--- config.mk ---
export PLATFORM = sky130hd
export DESIGN_NAME = bca_seq
export DESIGN_NICKNAME = d
export VERILOG_FILES = /design/src/bca_pkg.sv /design/src/bca_seq.sv
export SDC_FILE = /design/constraint.sdc
export NUM_CORES = 1
export LEC_CHECK = 0
export BUFFER_PORTS_ARGS = -buffer_cell sky130_fd_sc_hd__buf_2
export CORE_ASPECT_RATIO = 1.75
export CORE_MARGIN = 10
export CORE_UTILIZATION = 35
export DETAILED_ROUTE_END_ITERATION = 16
export GPL_ROUTABILITY_DRIVEN = 0
export GPL_TIMING_DRIVEN = 0
export PLACE_DENSITY = 0.65
export SLEW_MARGIN = 25
export SYNTH_ARGS = -nofsm -noshare
export SYNTH_HDL_FRONTEND = slang
export SYNTH_SLANG_ARGS = --single-unit
--- constraint.sdc ---
create_clock -name clk_i -period 3 [get_ports clk_i]
set_input_delay 0.15 -clock clk_i [delete_from_list [all_inputs] [get_ports clk_i]]
set_output_delay 0.15 -clock clk_i [all_outputs]
set_load 0.02 [all_outputs]
--- src/bca_pkg.sv ---
`timescale 1ns / 1ps
// ----------------------------------------------------------------------------
// Block chain allocator package
// Shared field widths, table entry codes, command and status codes, and the
// result record passed from the sequencer to the output register.
// ----------------------------------------------------------------------------
package bca_pkg;

  localparam int unsigned CMD_W   = 2;
  localparam int unsigned LEN_W   = 22;
  localparam int unsigned BLK_W   = 12;
  localparam int unsigned ENTRY_W = 16;

  localparam logic [ENTRY_W-1:0] ENTRY_FREE = 16'h0000;
  localparam logic [ENTRY_W-1:0] ENTRY_END  = 16'hFFFF;

  typedef enum logic [CMD_W-1:0] {
    CMD_ALLOC = 2'd0,
    CMD_FREE  = 2'd1,
    CMD_NEXT  = 2'd2
  } cmd_e;

  typedef enum logic [1:0] {
    ST_OK        = 2'd0,
    ST_TOO_LARGE = 2'd1,
    ST_NO_SPACE  = 2'd2,
    ST_BAD_BLOCK = 2'd3
  } status_e;

  typedef struct packed {
    status_e          status;
    logic [BLK_W-1:0] blk;
    logic             chain_end;
  } res_t;

endpackage

--- src/bca_seq.sv ---
`timescale 1ns / 1ps
// ----------------------------------------------------------------------------
// Block chain allocator sequencer
// Clears the table after reset, then runs allocate scans, free walks and
// next lookups against the table memory, one access per cycle.
// ----------------------------------------------------------------------------
module bca_seq #(
  parameter  int unsigned BLOCK_COUNT = 4096,
  parameter  int unsigned BLOCK_BYTES = 512,
  localparam int unsigned AW          = $clog2(BLOCK_COUNT)
) (
  input  logic                        clk_i,
  input  logic                        rst_ni,
  input  logic                        req_valid_i,
  output logic                        req_ready_o,
  input  logic [bca_pkg::CMD_W-1:0]   cmd_i,
  input  logic [bca_pkg::LEN_W-1:0]   len_i,
  input  logic [bca_pkg::BLK_W-1:0]   blk_i,
  output logic                        res_valid_o,
  input  logic                        res_ready_i,
  output bca_pkg::res_t               res_o,
  output logic                        mem_we_o,
  output logic [AW-1:0]               mem_waddr_o,
  output logic [bca_pkg::ENTRY_W-1:0] mem_wdata_o,
  output logic [AW-1:0]               mem_raddr_o,
  input  logic [bca_pkg::ENTRY_W-1:0] mem_rdata_i
);

  localparam longint unsigned CapMax   = longint'(BLOCK_COUNT) * longint'(BLOCK_BYTES);
  localparam longint unsigned CapReset = longint'(BLOCK_COUNT - 2) * longint'(BLOCK_BYTES);
  localparam int unsigned     CAP_W    = $clog2(CapMax + 1);
  localparam int unsigned     CMP_W    = (CAP_W > bca_pkg::LEN_W) ? CAP_W : bca_pkg::LEN_W;

  typedef enum logic [6:0] {
    S_CLEAR     = 7'b0000001,
    S_IDLE      = 7'b0000010,
    S_ALLOC     = 7'b0000100,
    S_ALLOC_END = 7'b0001000,
    S_FREE      = 7'b0010000,
    S_NEXT      = 7'b0100000,
    S_DONE      = 7'b1000000
  } state_e;

  state_e                    state_q, state_d;
  logic [AW-1:0]             ptr_q, ptr_d;
  logic                      eval_vld_q, eval_vld_d;
  logic [AW-1:0]             eval_blk_q, eval_blk_d;
  logic [AW-1:0]             prev_q, prev_d;
  logic [AW-1:0]             first_q, first_d;
  logic                      any_q, any_d;
  logic [CAP_W-1:0]          acc_q, acc_d;
  logic [CAP_W-1:0]          cap_q, cap_d;
  logic [bca_pkg::LEN_W-1:0] len_q, len_d;
  logic                      first_step_q, first_step_d;
  logic                      fwd_q, fwd_d;
  bca_pkg::res_t             res_q, res_d;

  logic [CAP_W-1:0]            acc_n;
  logic [bca_pkg::ENTRY_W-1:0] ent;

  assign acc_n       = acc_q + CAP_W'(BLOCK_BYTES);
  assign ent         = fwd_q ? bca_pkg::ENTRY_FREE : mem_rdata_i;
  assign req_ready_o = (state_q == S_IDLE);
  assign res_valid_o = (state_q == S_DONE);
  assign res_o       = res_q;

  always_comb begin
    state_d      = state_q;
    ptr_d        = ptr_q;
    eval_vld_d   = eval_vld_q;
    eval_blk_d   = eval_blk_q;
    prev_d       = prev_q;
    first_d      = first_q;
    any_d        = any_q;
    acc_d        = acc_q;
    cap_d        = cap_q;
    len_d        = len_q;
    first_step_d = first_step_q;
    fwd_d        = fwd_q;
    res_d        = res_q;
    mem_we_o     = 1'b0;
    mem_waddr_o  = '0;
    mem_wdata_o  = bca_pkg::ENTRY_FREE;
    mem_raddr_o  = ptr_q;

    unique case (state_q)
      S_CLEAR: begin
        mem_we_o    = 1'b1;
        mem_waddr_o = ptr_q;
        mem_wdata_o = (ptr_q == '0) ? bca_pkg::ENTRY_END : bca_pkg::ENTRY_FREE;
        ptr_d       = ptr_q + 1'b1;
        if (ptr_q == AW'(BLOCK_COUNT - 1)) begin
          ptr_d   = '0;
          state_d = S_IDLE;
        end
      end

      S_IDLE: begin
        mem_raddr_o = AW'(blk_i);
        if (req_valid_i) begin
          res_d = '{status: bca_pkg::ST_BAD_BLOCK, blk: '0, chain_end: 1'b0};
          unique case (cmd_i) inside
            bca_pkg::CMD_ALLOC: begin
              if (64'(len_i) > CapMax) begin
                res_d.status = bca_pkg::ST_TOO_LARGE;
                state_d      = S_DONE;
              end else if (CMP_W'(len_i) >= CMP_W'(cap_q)) begin
                res_d.status = bca_pkg::ST_NO_SPACE;
                state_d      = S_DONE;
              end else begin
                ptr_d      = AW'(1);
                eval_vld_d = 1'b0;
                any_d      = 1'b0;
                acc_d      = '0;
                len_d      = len_i;
                state_d    = S_ALLOC;
              end
            end
            bca_pkg::CMD_FREE, bca_pkg::CMD_NEXT: begin
              if (blk_i == '0 || 32'(blk_i) >= BLOCK_COUNT) begin
                state_d = S_DONE;
              end else begin
                ptr_d        = AW'(blk_i);
                first_step_d = 1'b1;
                fwd_d        = 1'b0;
                state_d      = (cmd_i == bca_pkg::CMD_FREE) ? S_FREE : S_NEXT;
              end
            end
            default: begin
              state_d = S_DONE;
            end
          endcase
        end
      end

      S_ALLOC: begin
        // Issue the next read while the previous block's entry is judged.
        ptr_d      = ptr_q + 1'b1;
        eval_vld_d = 1'b1;
        eval_blk_d = ptr_q;
        if (eval_vld_q && mem_rdata_i == bca_pkg::ENTRY_FREE) begin
          if (any_q) begin
            mem_we_o    = 1'b1;
            mem_waddr_o = prev_q;
            mem_wdata_o = bca_pkg::ENTRY_W'(eval_blk_q);
          end else begin
            first_d = eval_blk_q;
          end
          any_d  = 1'b1;
          prev_d = eval_blk_q;
          acc_d  = acc_n;
          cap_d  = cap_q - CAP_W'(BLOCK_BYTES);
          if (CMP_W'(acc_n) > CMP_W'(len_q)) begin
            state_d = S_ALLOC_END;
          end
        end
      end

      S_ALLOC_END: begin
        mem_we_o    = 1'b1;
        mem_waddr_o = prev_q;
        mem_wdata_o = bca_pkg::ENTRY_END;
        res_d       = '{status: bca_pkg::ST_OK, blk: bca_pkg::BLK_W'(first_q),
                        chain_end: 1'b0};
        state_d     = S_DONE;
      end

      S_FREE: begin
        if (ent == bca_pkg::ENTRY_FREE) begin
          // Free start block is bad; a free link later on ends the walk.
          res_d.status = first_step_q ? bca_pkg::ST_BAD_BLOCK : bca_pkg::ST_OK;
          state_d      = S_DONE;
        end else begin
          mem_we_o     = 1'b1;
          mem_waddr_o  = ptr_q;
          mem_wdata_o  = bca_pkg::ENTRY_FREE;
          cap_d        = cap_q + CAP_W'(BLOCK_BYTES);
          first_step_d = 1'b0;
          if (ent == bca_pkg::ENTRY_END || 32'(ent) >= BLOCK_COUNT) begin
            res_d.status = bca_pkg::ST_OK;
            state_d      = S_DONE;
          end else begin
            // A link back to the entry being cleared reads as free.
            mem_raddr_o = AW'(ent);
            ptr_d       = AW'(ent);
            fwd_d       = (AW'(ent) == ptr_q);
          end
        end
      end

      S_NEXT: begin
        if (mem_rdata_i == bca_pkg::ENTRY_FREE) begin
          res_d.status = bca_pkg::ST_BAD_BLOCK;
        end else if (mem_rdata_i == bca_pkg::ENTRY_END) begin
          res_d.status    = bca_pkg::ST_OK;
          res_d.chain_end = 1'b1;
        end else begin
          res_d.status = bca_pkg::ST_OK;
          res_d.blk    = bca_pkg::BLK_W'(mem_rdata_i);
        end
        state_d = S_DONE;
      end

      S_DONE: begin
        if (res_ready_i) begin
          state_d = S_IDLE;
        end
      end

      default: begin
        state_d = S_IDLE;
      end
    endcase
  end

  always_ff @(posedge clk_i or negedge rst_ni) begin
    if (!rst_ni) begin
      state_q <= S_CLEAR;
      ptr_q   <= '0;
      cap_q   <= CAP_W'(CapReset);
    end else begin
      state_q <= state_d;
      ptr_q   <= ptr_d;
      cap_q   <= cap_d;
    end
  end

  always_ff @(posedge clk_i) begin
    eval_vld_q   <= eval_vld_d;
    eval_blk_q   <= eval_blk_d;
    prev_q       <= prev_d;
    first_q      <= first_d;
    any_q        <= any_d;
    acc_q        <= acc_d;
    len_q        <= len_d;
    first_step_q <= first_step_d;
    fwd_q        <= fwd_d;
    res_q        <= res_d;
  end

endmodule

==> results.md <==
* Critical path startpoint category: register
* Flops & latches, synth at 122
* Netlist cell types at 76
* Initial Util at 35.4%
* R2R Path End: acc_q[11]
* CP max stage delay at between 0.5 and 0.6 ns
* Synth area leaders: edfxtp_1, ha_1, dfrtp_1
* Worst Skew at ~0.0090 ns
* Hold Vio Cnt, Final at 0
* Post-synth top cells: edfxtp_1, nor2_1, inv_1
* Reg2Reg Launch Point: cap_q[12]
* Final Max Slew Viols at 0
* Combinational share of power at between 40% and 50%
* Post-synthesis cell count at 698
* CTS root buf: clkbuf_16
* Worst Setup SP: cap_q[12]
* IO Pins at 114
* TritonRoute pass-1 iters at 8
* Setup ws final at just under 0.007 ns
* Final setup vio count at 0
* Min Tclk post-route at approximately 3 ns
* Residual DRC at 0
* # rows at 70
* Sequential power share at 28.7%
* HPWL after detailed placement at ~17 mm
* Cell family with most CP delay: compound AO/OA/AOI/OAI gates
* Placed cell count at 1,057
* Final instance area at 9590 um^2
* Critical-path cell list: inv_1, ha_1, a21o_1, a2111oi_4, a211o_1, a32oi_4, buf_6, nor2_4, nand3_4, o21ai_4, clkbuf_16
* Clk sinks at 122
* Antenna cells at 0
* Port buffer count at 106
* Final ANT Viol Nets at 0
* Worst Tran Pin Value at 0.912 ns
* CP endpoint: acc_q[11]
* Share of post-route cells with drive strength above 1 at a little over 30%
* Total GRT Usage at between 15 and 20%
* Switching Power at roughly 3.3 mW
* CTS tree: built
* GRT overflow at 0
* Max VDD drop at 0.411 mV
* Final #Nets at 977
* Yosys warnings at 0
* Area grow syn2layout at 30.5%
* Synth top area share at around 37%
* Initial DRC count at 546
* Worst Path Required at 3.14 ns
* Total routed wirelength at 24.2 mm
* Worst-path clk slew at 0.06 ns
* Die area at 27,400 um^2
* Number of max-cap violations at 0
* Period utilisation layout at 99.8%
* Layout Cells excl Fill at 1,142
* Setup WS pre-CTS at -0.588 ns
* Synth Flop Type: edfxtp_1
* Vias in the first global route at 6,526
* Avg WL per Cell at ~21 um
* Critical path buffers and inverters at 3
* Placed instance area at slightly above 8000 um^2
* CTS max path bufs at 2
* Netlist Area Pre-Place at ~7300 um^2
* Hold Path Depth at 3
* Syn avg cell area at 10.5 um^2
* Async set-reset flop share out of synthesis at 26.2%
* Crit-path max FO at 7
* Width of the die at 130 um
* Largest net degree at the start of global routing at 33
* EDFF count, synth at 90
* DR vias/cell at 5.72
* Hold WS at about 0.019 ns
* Initial antenna violation count at 1
* Most frequent cell after synthesis: edfxtp_1
* Fmax at 334 MHz
* Sequential area share after synthesis at 47.9%
* Core area at 20,800 um^2
* Via count at 6,533
* Kind of critical path: register to register
* Data arrival, critical path at 3.14 ns
* RSZ-0062 raised after global routing: yes
* Leak pwr at slightly above 4 nW
* Net count after synthesis at around 800
* Worst Hold Class: input port to register
* Htree depth at 4
* Clk Latency, worst-skew pair at about 0.43 ns
* Number of CTS-inserted buffers at 17
* Clock power frac at around 26%
* Critical Path Sink Type: register
* Status: complete, no violations
* Slew HR at 38.9%
* Switching Fraction at 40.6%
* Critical Path Slowest Stage Cell: dfstp_2
* Pwr Density at ~850 nW/um^2
* Cell-internal power at 4.84 mW
* Global-route wire length before repair at around 35 mm
* Stages on the worst setup path at 11
* R2r setup slk at between 0.006 and 0.007 ns
* Die Ht at approximately 210 um
* Setup TNS at 0 ns
* Synth area leader: edfxtp_1
* Reg2Reg Depth at 11
[sequential cells by signal, indices dropped and copies added, names as in the netlist]
name,flops
acc_q,13
any_q,1
cap_q,13
eval_blk_q,12
eval_vld_q,1
first_q,12
first_step_q,1
fwd_q,1
len_q,22
prev_q,12
ptr_q,12
res_o,15
state_q,7
[area by class of cell]
type	count	area, um^2
fillers	1894	11200
clock buffers	17	425
multi-input cells	477	3700
inverters	55	224
repair buffers	156	997
repair inverters	4	27.5
well taps	252	315
clock inverters	15	166
flip-flops and latches	122	3520
plain buffers	44	215
[power by group through the flow]
stage | Sequential (mW) | Combinational, mW | Clock, mW
global route | 2.37 | 4.04 | 2.16
CTS | 2.33 | 3.44 | 2.08
floorplan | 2.42 | 2.20 | 0
global placement | 2.35 | 3.22 | 0
finish | 2.34 | 3.74 | 2.07
detailed placement | 2.36 | 3.26 | 0
[logic make-up (layout without fill, tap and decap cells)]
kind of cell | after synthesis | in the layout | share of synthesized area, %
XOR/XNOR | 35 | 35 | 4.17
AND/OR/NAND/NOR | 214 | 214 | 15.7
multiplexers | 10 | 10 | 1.52
buffers and inverters | 100 | 291 | 5.67
adder cells (fa/ha/maj) | 44 | 44 | 7.59
flip-flops | 122 | 122 | 47.9
AO/OA/AOI/OAI | 173 | 174 | 17.5
[layer usage]
metal	vias up	GRT usage [%]	wire [um]
met1	3151	15.8	7840
li1	2983	-	-
met5	-	0	11
met3	91	3.51	1600
met2	306	31.4	13200
met4	2	11.3	1530
[worst register-to-register path: cells and delay by family, from the launching register on]
kind	cells	cell delay, ns
AOI/OAI and AO/OA	5	1.12
buffers and inverters	3	0.41
DFF	1	0.55
and+or+nand+nor	2	0.33
adders and majority gates	1	0.28
[how the worst min path moves through the flow]
stage	start	end	slack, ns
after detailed placement	rst_ni	state_q[5]	0.27
after global placement	rst_ni	state_q[1]	0.26
after CTS	res_ready_i	state_q[6]	0.01
after global routing	res_ready_i	state_q[6]	0.05
after floorplan	rst_ni	cap_q[21]	-0.15
final	res_ready_i	state_q[6]	0.02
[repair_timing]
action                                  4_1_cts  5_1_grt
endpoints found under the hold margin        42        0
hold buffers                                 23        0
endpoints found under the setup margin       87       68
gates resized for setup                      29       42
pin swaps                                     7       26
buffers inserted                             12       15
cloned                                        2        4
[through the flow]
stage / utilization [%] / power [mW]
after floorplan: - / 4.62
after global placement: 39.5 / 5.57
final: 46.2 / 8.15
after detailed placement: 39.6 / 5.62
after CTS: 44.6 / 7.85
after global routing: 46.2 / 8.57
[layout by cell type (no fill, tap or decap), types with 5 or more instances in the layout]
cell type	instances
a22o_1	25
ha_1	39
dfstp_2	12
clkbuf_16	18
inv_6	5
nand2_1	30
a21o_1	20
and3_1	8
and2_1	10
buf_2	120
dlygate4sd3_1	23
a21oi_1	21
nor2_1	52
nor2_4	6
edfxtp_1	90
clkbuf_1	20
or3_1	6
nand2_2	7
clkinvlp_4	5
inv_1	52
clkinv_4	5
xnor2_1	21
nor4_1	13
a222oi_1	17
xor2_1	12
buf_4	29
nor3_1	12
nand3_1	15
a31oi_1	7
dfrtp_1	18
or2_2	5
nor2b_1	8
o21ai_0	22
o32ai_1	5
nand4_1	9
Power figures use the tool's default switching activity.
